==> src/design/ps2mct_pkg.sv <==
// Package for the PS/2 mouse packet cursor tracker.
// Holds the shared types, register indexes, field widths and reset values.
// No dependencies.
package ps2mct_pkg;

  localparam int unsigned DimW     = 10;
  localparam int unsigned BtnW     = 3;
  localparam int unsigned ByteW    = 8;
  localparam int unsigned CfgIdxW  = 2;
  localparam int unsigned InDataW  = 8;
  localparam int unsigned OutDataW = 32;

  // result packing, lowest bit first
  localparam int unsigned ColLsb    = 0;
  localparam int unsigned RowLsb    = 10;
  localparam int unsigned BtnLsb    = 20;
  localparam int unsigned MovedBit  = 23;
  localparam int unsigned ScrUpBit  = 24;
  localparam int unsigned ScrDnBit  = 25;
  localparam int unsigned UsedBits  = 26;

  localparam logic [DimW-1:0] ColsRst = 10'd80;
  localparam logic [DimW-1:0] RowsRst = 10'd25;
  localparam logic [DimW-1:0] ColRst  = 10'd40;
  localparam logic [DimW-1:0] RowRst  = 10'd12;

  // flag byte bits
  localparam int unsigned XSignBit = 4;
  localparam int unsigned YSignBit = 5;
  localparam int unsigned XOvfBit  = 6;
  localparam int unsigned YOvfBit  = 7;

  typedef enum logic [CfgIdxW-1:0] {
    CFG_ENABLE = 2'd0,
    CFG_COLS   = 2'd1,
    CFG_ROWS   = 2'd2
  } cfg_idx_e;

  typedef enum logic [1:0] {
    PH_FLAGS = 2'd0,
    PH_DX    = 2'd1,
    PH_DY    = 2'd2
  } pkt_phase_e;

  typedef struct packed {
    logic            scroll_down;
    logic            scroll_up;
    logic            moved;
    logic [BtnW-1:0] button_bits;
    logic [DimW-1:0] cursor_row;
    logic [DimW-1:0] cursor_col;
  } result_t;

  // screen size of zero behaves as one
  function automatic logic [DimW-1:0] eff_dim(input logic [DimW-1:0] d);
    eff_dim = (d == '0) ? DimW'(1) : d;
  endfunction

  // 9-bit movement with overflow forcing, returned as 10-bit signed
  function automatic logic signed [DimW-1:0] movement(input logic [ByteW-1:0] low,
                                                      input logic neg,
                                                      input logic ovf);
    if (ovf) begin
      movement = neg ? -10'sd256 : 10'sd256;
    end else begin
      movement = $signed({neg, neg, low});
    end
  endfunction

endpackage

==> src/design/ps2_mouse_packet_cursor_tracker_unit.sv <==
// PS/2 mouse packet cursor tracker: 3-byte packet assembly, cursor clamp, scroll events.
// Depends on ps2mct_pkg.
// Output: the result is registered and appears on the master side in the cycle after the third byte is accepted.
// Throughput: one byte per cycle; input stalls only while a result waits on a stalled master.
// Reset (async, active low): disabled, 80x25 screen, cursor at 40/12, packet phase cleared.
module ps2_mouse_packet_cursor_tracker_unit (
  input  logic                             clk_i,
  input  logic                             rst_ni,
  input  logic                             cfg_we_i,
  input  logic [ps2mct_pkg::CfgIdxW-1:0]   cfg_idx_i,
  input  logic [ps2mct_pkg::DimW-1:0]      cfg_data_i,
  input  logic                             s_axis_tvalid,
  output logic                             s_axis_tready,
  input  logic [ps2mct_pkg::InDataW-1:0]   s_axis_tdata,  // [7:0] rx_byte
  output logic                             m_axis_tvalid,
  input  logic                             m_axis_tready,
  // [9:0] cursor_col, [19:10] cursor_row, [22:20] button_bits, [23] moved,
  // [24] scroll_up, [25] scroll_down, [31:26] zero
  output logic [ps2mct_pkg::OutDataW-1:0]  m_axis_tdata
);

  localparam int unsigned DimW = ps2mct_pkg::DimW;
  localparam int unsigned SumW = DimW + 2;

  logic                          enable_q, enable_d;
  logic [DimW-1:0]               cols_q, cols_d;
  logic [DimW-1:0]               rows_q, rows_d;
  ps2mct_pkg::pkt_phase_e        phase_q, phase_d;
  logic [ps2mct_pkg::ByteW-1:0]  flag_q, flag_d;
  logic [ps2mct_pkg::ByteW-1:0]  dx_q, dx_d;
  logic [DimW-1:0]               col_q, col_d;
  logic [DimW-1:0]               row_q, row_d;
  logic [ps2mct_pkg::BtnW-1:0]   btn_q, btn_d;
  logic                          out_valid_q, out_valid_d;
  ps2mct_pkg::result_t           res_q, res_d;

  logic                          in_acc;
  logic                          cfg_hit;
  logic                          res_load;
  logic [DimW-1:0]               cols_eff, rows_eff;
  logic [DimW-1:0]               hold_cols, hold_rows;
  logic signed [DimW-1:0]        dx, dy;
  logic signed [SumW-1:0]        nx, ny;
  logic [DimW-1:0]               nx_clamp, ny_clamp;
  logic                          any_move, sdown, sup;

  assign s_axis_tready = !out_valid_q || m_axis_tready;
  assign in_acc        = s_axis_tvalid && s_axis_tready;
  assign m_axis_tvalid = out_valid_q;
  assign m_axis_tdata  = {(ps2mct_pkg::OutDataW - ps2mct_pkg::UsedBits)'(0), res_q};

  assign cols_eff = ps2mct_pkg::eff_dim(cols_q);
  assign rows_eff = ps2mct_pkg::eff_dim(rows_q);

  // movement and clamp for the third byte
  always_comb begin
    dx = ps2mct_pkg::movement(dx_q, flag_q[ps2mct_pkg::XSignBit], flag_q[ps2mct_pkg::XOvfBit]);
    dy = ps2mct_pkg::movement(s_axis_tdata, flag_q[ps2mct_pkg::YSignBit],
                              flag_q[ps2mct_pkg::YOvfBit]);
    any_move = (dx != '0) || (dy != '0);
    nx = $signed({2'b00, col_q}) + $signed({{2{dx[DimW-1]}}, dx});
    ny = $signed({2'b00, row_q}) - $signed({{2{dy[DimW-1]}}, dy});
    sdown = 1'b0;
    sup   = 1'b0;
    if (ny < 0) begin
      sdown    = 1'b1;
      ny_clamp = '0;
    end else if (ny >= $signed({2'b00, rows_eff})) begin
      sup      = 1'b1;
      ny_clamp = rows_eff - DimW'(1);
    end else begin
      ny_clamp = ny[DimW-1:0];
    end
    if (nx < 0) begin
      nx_clamp = '0;
    end else if (nx >= $signed({2'b00, cols_eff})) begin
      nx_clamp = cols_eff - DimW'(1);
    end else begin
      nx_clamp = nx[DimW-1:0];
    end
  end

  always_comb begin
    enable_d    = enable_q;
    cols_d      = cols_q;
    rows_d      = rows_q;
    phase_d     = phase_q;
    flag_d      = flag_q;
    dx_d        = dx_q;
    col_d       = col_q;
    row_d       = row_q;
    btn_d       = btn_q;
    res_d       = res_q;
    res_load    = 1'b0;
    cfg_hit     = 1'b0;
    out_valid_d = out_valid_q && !m_axis_tready;

    if (cfg_we_i) begin
      case (cfg_idx_i)
        ps2mct_pkg::CFG_ENABLE: begin
          enable_d = cfg_data_i[0];
          cfg_hit  = 1'b1;
        end
        ps2mct_pkg::CFG_COLS: begin
          cols_d  = cfg_data_i;
          cfg_hit = 1'b1;
        end
        ps2mct_pkg::CFG_ROWS: begin
          rows_d  = cfg_data_i;
          cfg_hit = 1'b1;
        end
        default: cfg_hit = 1'b0;
      endcase
    end

    hold_cols = ps2mct_pkg::eff_dim(cols_d);
    hold_rows = ps2mct_pkg::eff_dim(rows_d);

    if (cfg_hit && !enable_d) begin
      phase_d = ps2mct_pkg::PH_FLAGS;
      btn_d   = '0;
      col_d   = hold_cols >> 1;
      row_d   = hold_rows >> 1;
    end else if (!cfg_we_i && in_acc) begin
      if (!enable_q) begin
        phase_d = ps2mct_pkg::PH_FLAGS;
        btn_d   = '0;
        col_d   = cols_eff >> 1;
        row_d   = rows_eff >> 1;
      end else begin
        case (phase_q)
          ps2mct_pkg::PH_FLAGS: begin
            flag_d  = s_axis_tdata;
            phase_d = ps2mct_pkg::PH_DX;
          end
          ps2mct_pkg::PH_DX: begin
            dx_d    = s_axis_tdata;
            phase_d = ps2mct_pkg::PH_DY;
          end
          default: begin
            if (any_move) begin
              col_d = nx_clamp;
              row_d = ny_clamp;
            end
            btn_d    = flag_q[ps2mct_pkg::BtnW-1:0];
            phase_d  = ps2mct_pkg::PH_FLAGS;
            res_load = 1'b1;
            res_d.cursor_col  = any_move ? nx_clamp : col_q;
            res_d.cursor_row  = any_move ? ny_clamp : row_q;
            res_d.button_bits = flag_q[ps2mct_pkg::BtnW-1:0];
            res_d.moved       = any_move;
            res_d.scroll_up   = any_move && sup;
            res_d.scroll_down = any_move && sdown;
          end
        endcase
      end
    end

    if (res_load) begin
      out_valid_d = 1'b1;
    end
  end

  always_ff @(posedge clk_i or negedge rst_ni) begin
    if (!rst_ni) begin
      enable_q    <= 1'b0;
      cols_q      <= ps2mct_pkg::ColsRst;
      rows_q      <= ps2mct_pkg::RowsRst;
      phase_q     <= ps2mct_pkg::PH_FLAGS;
      flag_q      <= '0;
      dx_q        <= '0;
      col_q       <= ps2mct_pkg::ColRst;
      row_q       <= ps2mct_pkg::RowRst;
      btn_q       <= '0;
      out_valid_q <= 1'b0;
    end else begin
      enable_q    <= enable_d;
      cols_q      <= cols_d;
      rows_q      <= rows_d;
      phase_q     <= phase_d;
      flag_q      <= flag_d;
      dx_q        <= dx_d;
      col_q       <= col_d;
      row_q       <= row_d;
      btn_q       <= btn_d;
      out_valid_q <= out_valid_d;
    end
  end

  always_ff @(posedge clk_i) begin
    if (res_load) begin
      res_q <= res_d;
    end
  end

endmodule

==> config.mk <==
export PLATFORM = sky130hd
export DESIGN_NAME = ps2_mouse_packet_cursor_tracker_unit
export DESIGN_NICKNAME = d
export VERILOG_FILES = /design/src/design/ps2mct_pkg.sv /design/src/design/ps2_mouse_packet_cursor_tracker_unit.sv
export SDC_FILE = /design/constraint.sdc
export NUM_CORES = 1
export LEC_CHECK = 0
export ABC_CLOCK_PERIOD_IN_PS = 5800
export BUFFER_PORTS_ARGS = -buffer_cell sky130_fd_sc_hd__buf_2
export CAP_MARGIN = 20
export CORE_MARGIN = 3
export CORE_UTILIZATION = 60
export DETAILED_ROUTE_END_ITERATION = 12
export HOLD_SLACK_MARGIN = 0.06
export PLACE_DENSITY = 0.81
export SLEW_MARGIN = 20
export SYNTH_ARGS = -nofsm -noshare
export SYNTH_HDL_FRONTEND = slang
export SYNTH_SLANG_ARGS = --single-unit
==> constraint.sdc <==
create_clock -name clk_i -period 5.8 [get_ports clk_i]
set_input_delay 0.58 -clock clk_i [delete_from_list [all_inputs] [get_ports clk_i]]
set_output_delay 0.58 -clock clk_i [all_outputs]
set_load 0.01 [all_outputs]
# Word-level counts from Yosys, hierarchy flattened
# Cells that the tools add are included.
# op_classes
addsub	4
bitwise_logic	2
muxes	42
eq_ne	4
magnitude_cmp	4
reduce_logical	27
# ops
operator	count
10-bit 2-to-1 mux	26
10-bit logical NOT	4
12-bit by 11-bit >= comparator with 1-bit output	2
12-bit by 1-bit < comparator with 1-bit output, second input constant	2
10-bit nonzero test	2
10-bit by 1-bit subtractor with 10-bit output, second input constant	2
11-bit by 10-bit adder with 12-bit output	1
1-bit 2-to-1 mux	12
11-bit by 10-bit subtractor with 12-bit output	1
4-bit AND reduction	2
1-bit logical AND	6
2-bit 2-to-1 mux	3
5-bit AND reduction	1
2-bit by 1-bit equality test with 1-bit output, second input constant	2
1-bit logical NOT	4
2-bit logical NOT	2
2-bit case mux with 2 select lines	1
3-bit by 2-bit inequality test with 1-bit output, second input constant	1
3-bit OR reduction	1
2-bit equality test, second input constant	1
1-bit logical OR	2
1-bit NOT	2
2-bit AND reduction	1
2-bit nonzero test	1
2-bit OR reduction	1
# word_totals
out_inout_bits	34
elab_cells	98
in_bits	25
register_bits	86

# Depth between registers and ports, before layout
# Gate-level depths: netlist of run 1.
# depth
word_depth	11
mapped_depth	20
mapped_depth_nobuf	19

# Worst setup path after synthesis of run 1
# No wires, ideal clock.
# synth_timing
path_kind	register to register
startpoint	reg flag_q[7] in the netlist's numbering
endpoint	reg row_q[6]
t_required_ns	5.668
path_stages_with_launch	20
synth_period_minus_slack_ns	4.130
path_buffers	2
setup_ns	0.132
arrival_time_ns	3.998
path_slack_ns	1.670
path_cell_list	dfrtp_1 > clkbuf_1 > nand2b_1 > ha_1 > a21o_1 > or3_1 > o221ai_2 > nand2b_1 > a21oi_1 > xor2_1 > ha_1 > nand3_1 > nor3_1 > a211oi_1 > a2111o_1 > o211ai_2 > buf_4 > mux2_2 > a221oi_1 > o21ai_0
# synth_between
elab_chain_len	10
elab_cells_between_ends	13
classes_between	1 x add/sub; 2 x order compare; 8 x mux; 2 x reduce/logical
# synth_lines
item	line_no	text
from (decl)	ps2_mouse_packet_cursor_tracker_unit.sv:29	logic [ps2mct_pkg::ByteW-1:0] flag_q, flag_d;
from (signal assigned)	ps2_mouse_packet_cursor_tracker_unit.sv:181	flag_q <= flag_d;
10-bit 2-to-1 mux *	ps2mct_pkg.sv:63	if (ovf) begin
11-bit by 10-bit subtractor with 12-bit output	ps2_mouse_packet_cursor_tracker_unit.sv:62	ny = $signed({2'b00, row_q}) - $signed({{2{dy[DimW-1]}}, dy});
12-bit by 11-bit >= comparator with 1-bit output	ps2_mouse_packet_cursor_tracker_unit.sv:68	end else if (ny >= $signed({2'b00, rows_eff})) begin
10-bit 2-to-1 mux	ps2_mouse_packet_cursor_tracker_unit.sv:68	
10-bit 2-to-1 mux	ps2_mouse_packet_cursor_tracker_unit.sv:65	if (ny < 0) begin
10-bit 2-to-1 mux *	ps2_mouse_packet_cursor_tracker_unit.sv:141	if (any_move) begin
10-bit 2-to-1 mux *	ps2_mouse_packet_cursor_tracker_unit.sv:131	case (phase_q)
10-bit 2-to-1 mux *	ps2_mouse_packet_cursor_tracker_unit.sv:125	if (!enable_q) begin
10-bit 2-to-1 mux *	ps2_mouse_packet_cursor_tracker_unit.sv:124	end else if (!cfg_we_i && in_acc) begin
10-bit 2-to-1 mux *	ps2_mouse_packet_cursor_tracker_unit.sv:119	if (cfg_hit && !enable_d) begin
to (signal assigned)	ps2_mouse_packet_cursor_tracker_unit.sv:173	row_q <= ps2mct_pkg::RowRst;
to (signal assigned)	ps2_mouse_packet_cursor_tracker_unit.sv:184	row_q <= row_d;
to (decl)	ps2_mouse_packet_cursor_tracker_unit.sv:32	logic [DimW-1:0] row_q, row_d;
# Every way passes the cells marked *; elsewhere a longest branch is shown, timed or not. The select of a mux whose other input is x is not followed.
# A chain may end at the register's enable or synchronous reset.

# Worst setup path after layout of run 1
# Ends and elaborated chain as after synthesis.

==> flow_summary.yaml, run 1 <==
setup_path:
  critPathLaunchType: "flip-flop"
  endpoint_kind: "flip-flop"
  critical_path_class: "reg2reg"
  required_ns: 6.04
  cp_max_fo: 12
  crit_arrival_ns: 4.97
placement:
  dp.cells: 797
  place.gp.congestion: 0.873
  numPortBuffers: 52
  hpwlAfterDp_mm: 11.8
cts:
  cts-resized-gates: 0
  cts_hold_buf: 0
  clock_latency_ns: 0.37
  cts-root-buf: "clkbuf_8"
  clk_pin_slew_ns: 0.09
  cts.sinks: 85
  h-tree-depth: 3
  tritoncts: "yes"
  cts_setup_buffers: 0
  clockBufferDepth: 2
  cts_inserted_buffers: 9
yosys:
  synthTopCellsByCount: "o21ai_0, nand2_1, dfrtp_1"
  synth.most_common_cell: "o21ai_0"
  netlist.area_leader.share_pct: 21.0
  ys_warn_count: 0
  synth_ff_type: "dfrtp_1"
  async_flop_share_pct: 69.4
  synth_seq_area_share_pct: 38.2
  synth_seq_cells: 85
  synth.avg_cell_area_sq_um: 9.36
  syn_inst: 635
  syn-cell-area_sq_mm: 0.00594
  synth_top_cells_by_area: "dfrtp_1, edfxtp_1, ha_1, mux2_2, o21ai_0"
  yosysTopAreaCell: "dfrtp_1"
  synth_cell_type_count: 63
  synth_edf_count: 26
sta:
  finClkSkew_ns: 0.0166
  rsz0062_at_grt: "false"
  setup_viol: 0
  fin_setup_tns_ns: 0
  maxSlewHeadroom_pct: 30.1
  fmax_mhz: 211
  tightest_slew_ns: 1.05
  layout_min_cycle_time_ns: 4.73
  hold_violations: 0
  fin_crit_sh_pct: 81.6
  slew_viol_final: 0
detailed_routing:
  ant_nets: 0
  firstDrtPassIters: 5
  dr_total_vias: 5098
  wire_per_inst_um: 19.4
  wirelength_mm: 15.8
  drc: 0
  drt_iter0_markers: 386
  detail_route.vias_per_cell: 6.27
global_route:
  grt_pass1_wl_mm: 25.7
  grt_max_degree: 60
  antenna_found_initial: 0
  grt_use_total_pct: 29.2
  grt_pass1_vias: 5152
  overflow: 0
layout:
  fin_nets: 751
  syn_to_final_growth_pct: 9.43
  num_antenna_cells: 0
  finalNonFillerCells: 813
  fillers: 778
  drive_gt1_share_pct: 20.6
power:
  p_comb_share_pct: 60.3
  clockPowerShare_pct: 12.8
  intPower_uw: 2010
  ir_worst_vdd_v: 0.000275
  p_leak_uw: 0.00295
  pwr-share-seq_pct: 26.9
  powerDensity_mw_per_mm2: 564
  sw_frac_of_total_pct: 45.1
  power.switching_uw: 1650
status:
  status: "finished clean"
floorplan:
  ios: 59
  die_h_um: 106
  start_util_pct: 63.1
  fp.dieW_um: 106
  row_count: 35
  fp.dieArea_sq_mm: 0.0111
  core-area_sq_mm: 0.00942
hold_path:
  hp-class: "in2async"
run:
  drv_cap: 0
[sequential cells by signal, summed over array words and instances, names as in the netlist]
register and count:
m_axis_tdata 26, enable_q 1, rows_q 10, phase_q 2
cols_q 10, m_axis_tvalid 1, flag_q 7, col_q 10
row_q 10, dx_q 8
[power groups by stage]
| stage | Sequential (uW) | Combinational, uW | Clock (uW) |
|---|---|---|---|
| global route | 1000 | 2460 | 496 |
| floorplan | 903 | 1730 | 0 |
| finish | 988 | 2210 | 468 |
| detailed placement | 993 | 2150 | 0 |
| CTS | 980 | 2170 | 470 |
| global placement | 982 | 2070 | 0 |
[metrics by stage]
stage	area (sq um)	hold slack [ns]	util (%)	total power, uW	setup WS [ns]
CTS	6500	0.405	69.1	3620	1.14
detailed placement	6290	0.440	66.8	3140	1.07
global placement	6290	0.428	66.8	3050	1.23
global route	6500	0.424	69.1	3960	0.791
floorplan	5960	0.284	-	2630	1.67
finish	6500	0.374	69.1	3670	1.07
[layout make-up]
class | instances | area, sq um | share of cell area (%)
tap | 129 | 161 | 2.48
multi-input combinational | 484 | 3410 | 52.4
inverter | 42 | 158 | 2.42
clock buffer | 10 | 128 | 1.96
timing repair buffer | 57 | 298 | 4.58
clock inverter | 6 | 86.3 | 1.33
sequential | 85 | 2270 | 34.9
[per-layer routing]
| metal | track usage [%] | up-vias | wire length, um |
|---|---|---|---|
| li1 | - | 2347 | - |
| met5 | 0 | - | 0 |
| met2 | 46.4 | 248 | 7290 |
| met3 | 5.76 | 41 | 1470 |
| met1 | 39.9 | 2462 | 6580 |
| met4 | 10.7 | 0 | 429 |
[cell usage in the layout (no fill, tap or decap), types with 5 or more instances in the layout]
cell type	instances
nor2b_1	13
dfstp_2	9
conb_1	6
xor2_1	7
inv_1	41
nor4_1	5
nor2_1	31
a21oi_1	29
edfxtp_1	26
nor3_1	8
a21o_1	13
nand3_1	10
buf_2	52
clkbuf_8	9
ha_1	45
buf_4	5
o21ai_0	82
mux2_2	45
xnor2_1	19
a221oi_1	6
mux2i_1	6
a211oi_1	6
dfrtp_1	50
nand2b_1	15
nand2_1	71
[final timing paths]
check | cells after the start | slack, ns | from | endpoint
worst max-delay path | 17 | 1.07 | flag_q[7]$_DFFE_PN0P_ | row_q[6]$_DFFE_PN0P_
worst min-delay path | 2 | 0.37 | rst_ni | col_q[1]$_DFFE_PN0P_
worst max register to register | 17 | 1.07 | flag_q[7]$_DFFE_PN0P_ | row_q[6]$_DFFE_PN0P_
worst min register to register | 0 | 0.46 | flag_q[1]$_DFFE_PN0P_ | m_axis_tdata[21]$_DFFE_PP_
max in group asynchronous | 2 | 4.90 | rst_ni | rows_q[7]$_DFF_PN0_
min in group clk_i | 0 | 0.46 | flag_q[1]$_DFFE_PN0P_ | m_axis_tdata[21]$_DFFE_PP_
[worst max-delay path, stage by stage, from the launching register on]
cell and delay (ns):
dfrtp_1 0.50, nand2b_1 0.22, ha_1 0.34, a21o_1 0.22, or3_1 0.34, o221ai_2 0.23
nand2b_1 0.09, a21oi_1 0.19, xor2_1 0.11, ha_1 0.31, nand3_1 0.08, nor3_1 0.18
a211oi_1 0.12, or2_2 0.29, o211ai_2 0.57, mux2_2 0.43, a221oi_1 0.28, o21ai_0 0.13
[logic make-up after synthesis]
logic type | share of synthesized area [%]
compound gates | 18.7
xor+xnor | 3.83
fa+ha+maj | 10.1
buf+inv | 4.95
flops | 38.2
mux | 9.79
other cells | 0.0631
simple gates | 14.3
Power figures use the tool's default switching activity.
==> run 2: changes to the inputs <==
ABC_CLOCK_PERIOD_IN_PS = 4400   (was 5800)
clock period = 4.4 ns   (was 5.8 ns; I/O delays follow)
==> flow_summary.yaml, run 2 (synthesized netlist as in run 1, its figures left out) <==
detailed_routing:
  detail_route.vias_per_cell: 6.15
  drc: 0
  wirelength_mm: 16.0
  dr_total_vias: 5072
  drt_iter0_markers: 438
  wire_per_inst_um: 19.3
  firstDrtPassIters: 5
  ant_nets: 0
global_route:
  met1_usage_pct: 40.0
  grt_pass1_wl_mm: 24.7
  met3_usage_pct: 5.76
  overflow: 0
  grt_pass1_vias: 4825
  grt_busiest_layer: "met2"
  antenna_found_initial: 0
  gr-usage-met2_pct: 43.5
  grt_use_total_pct: 28.3
  grt_max_degree: 52
layout:
  num_antenna_cells: 0
  fin_nets: 763
  final_cell_mix: "o21ai_0, nand2_1, buf_2"
  finalNonFillerCells: 825
  final_common_cell: "o21ai_0"
  largest_reg_flops: 26
  syn_to_final_growth_pct: 12.9
  fin_area_sq_mm: 0.00671
  finish.utilization_pct: 71.3
  drive_gt1_share_pct: 25.0
sta:
  setup_viol: 0
  maxSlewHeadroom_pct: 43.4
  layout_min_cycle_time_ns: 4.28
  tightest_slew_ns: 0.846
  slew_viol_final: 0
  fin_setup_tns_ns: 0
  finClkSkew_ns: 0.00859
  fmax_mhz: 234
  fin_crit_sh_pct: 97.3
  hold_violations: 0
  final.setup.worst_slack_ns: 0.121
status:
  status: "finished clean"
floorplan:
  fp.dieArea_sq_mm: 0.0111
  fp.dieW_um: 106
  core-area_sq_mm: 0.00942
  start_util_pct: 63.1
  row_count: 35
  ios: 59
  die_h_um: 106
cts:
  cts-root-buf: "clkbuf_8"
  tritoncts: "yes"
  clock_latency_ns: 0.36
  cts.sinks: 85
  clk_pin_slew_ns: 0.09
  cts_inserted_buffers: 9
  clockBufferDepth: 2
  h-tree-depth: 3
power:
  power.switching_uw: 2340
  p_leak_uw: 0.00304
  clockPowerShare_pct: 11.1
  intPower_uw: 2820
  powerDensity_mw_per_mm2: 769
  pwr-share-seq_pct: 25.0
  p_comb_share_pct: 63.9
  sw_frac_of_total_pct: 45.4
  ir_worst_vdd_v: 0.000364
setup_path:
  required_ns: 4.65
  critical_path_class: "reg2reg"
  endpoint_kind: "flip-flop"
  cp_max_fo: 6
  crit_arrival_ns: 4.52
  critPathLaunchType: "flip-flop"
placement:
  place.gp.congestion: 0.940
  dpl_cell_area_sq_mm: 0.00633
  dp_slack_ns: -0.0658
  numPortBuffers: 52
  hpwlAfterDp_mm: 11.7
  dp.cells: 802
hold_path:
  hp-class: "in2reg"
run:
  drv_cap: 0
## run 2: changes by cell type in the layout (fill, tap and decap cells not counted), sizes merged
| cell | previous run | this run |
|---|---|---|
| clkbuf | 10 | 11 |
| buf | 57 | 67 |
| clkinvlp | 0 | 2 |
| inv | 43 | 42 |
| dlygate4sd3 | 0 | 1 |
| bufinv | 2 | 1 |
## run 2: metrics by stage
stage / power [uW] / hold WS (ns)
global placement: 4060 / 0.322
CTS: 4770 / 0.343
detailed placement: 4160 / 0.326
finish: 5160 / 0.355
floorplan: 3470 / 0.144
global route: 5520 / 0.361
## run 2: repair_timing
action | CTS | global route
gates resized for setup | 2 | 27
buffers inserted | 0 | 6
cloned | 0 | 0
endpoints found under the hold margin | 6 | 0
setup endpoints to repair | 5 | 20
pin swaps | 0 | 7
hold buffers | 1 | 0
## run 2: power groups by stage
stage	clock network [uW]	logic [uW]	registers, uW
6_report	574	3300	1290
5_1_grt	606	3610	1310
4_1_cts	579	2920	1280
3_5_place_dp	0	2870	1290
3_3_place_gp	0	2780	1280
2_1_floorplan	0	2280	1190
## run 2: worst paths after layout
kind / start / end / slack (ns) / cells past startpoint
worst min register to register: flag_q[1]$_DFFE_PN0P_ / m_axis_tdata[21]$_DFFE_PP_ / 0.46 / 0
worst max register to register: flag_q[7]$_DFFE_PN0P_ / row_q[0]$_DFFE_PN0P_ / 0.12 / 19
worst max-delay path: flag_q[7]$_DFFE_PN0P_ / row_q[0]$_DFFE_PN0P_ / 0.12 / 19
max in group asynchronous: rst_ni / flag_q[7]$_DFFE_PN0P_ / 2.95 / 3
worst min-delay path: cfg_data_i[9] / cols_q[9]$_DFF_PN0_ / 0.35 / 2
min in group asynchronous: rst_ni / col_q[9]$_DFFE_PN0P_ / 0.46 / 2
## run 2: layer usage
layer,share of wire [%],vias up
li1,-,2373
met1,44,2417
met2,46,253
met3,8.1,29
met4,2.1,0
met5,0,-
## run 2: critical path: stages (launching register included)
cell,delay [ns]
dfrtp_2,0.44
buf_4,0.14
nand2b_1,0.18
fa_2,0.42
a211oi_2,0.28
o21bai_1,0.14
a21oi_2,0.22
xnor2_2,0.16
ha_1,0.26
nand3_1,0.13
nor2_1,0.06
o31a_1,0.29
a211oi_2,0.23
a2111o_1,0.22
o211ai_4,0.15
buf_6,0.17
buf_4,0.15
mux2i_2,0.17
a221oi_2,0.25
o21ai_0,0.12
## run 2: cell type report
class	instances	area [sq um]
fillers	711	2700
clock buffers	10	138
flip-flops and latches	85	2270
clock inverters	6	62.6
repair buffers	69	392
multi-input cells	484	3530
well taps	129	161
inverters	42	158
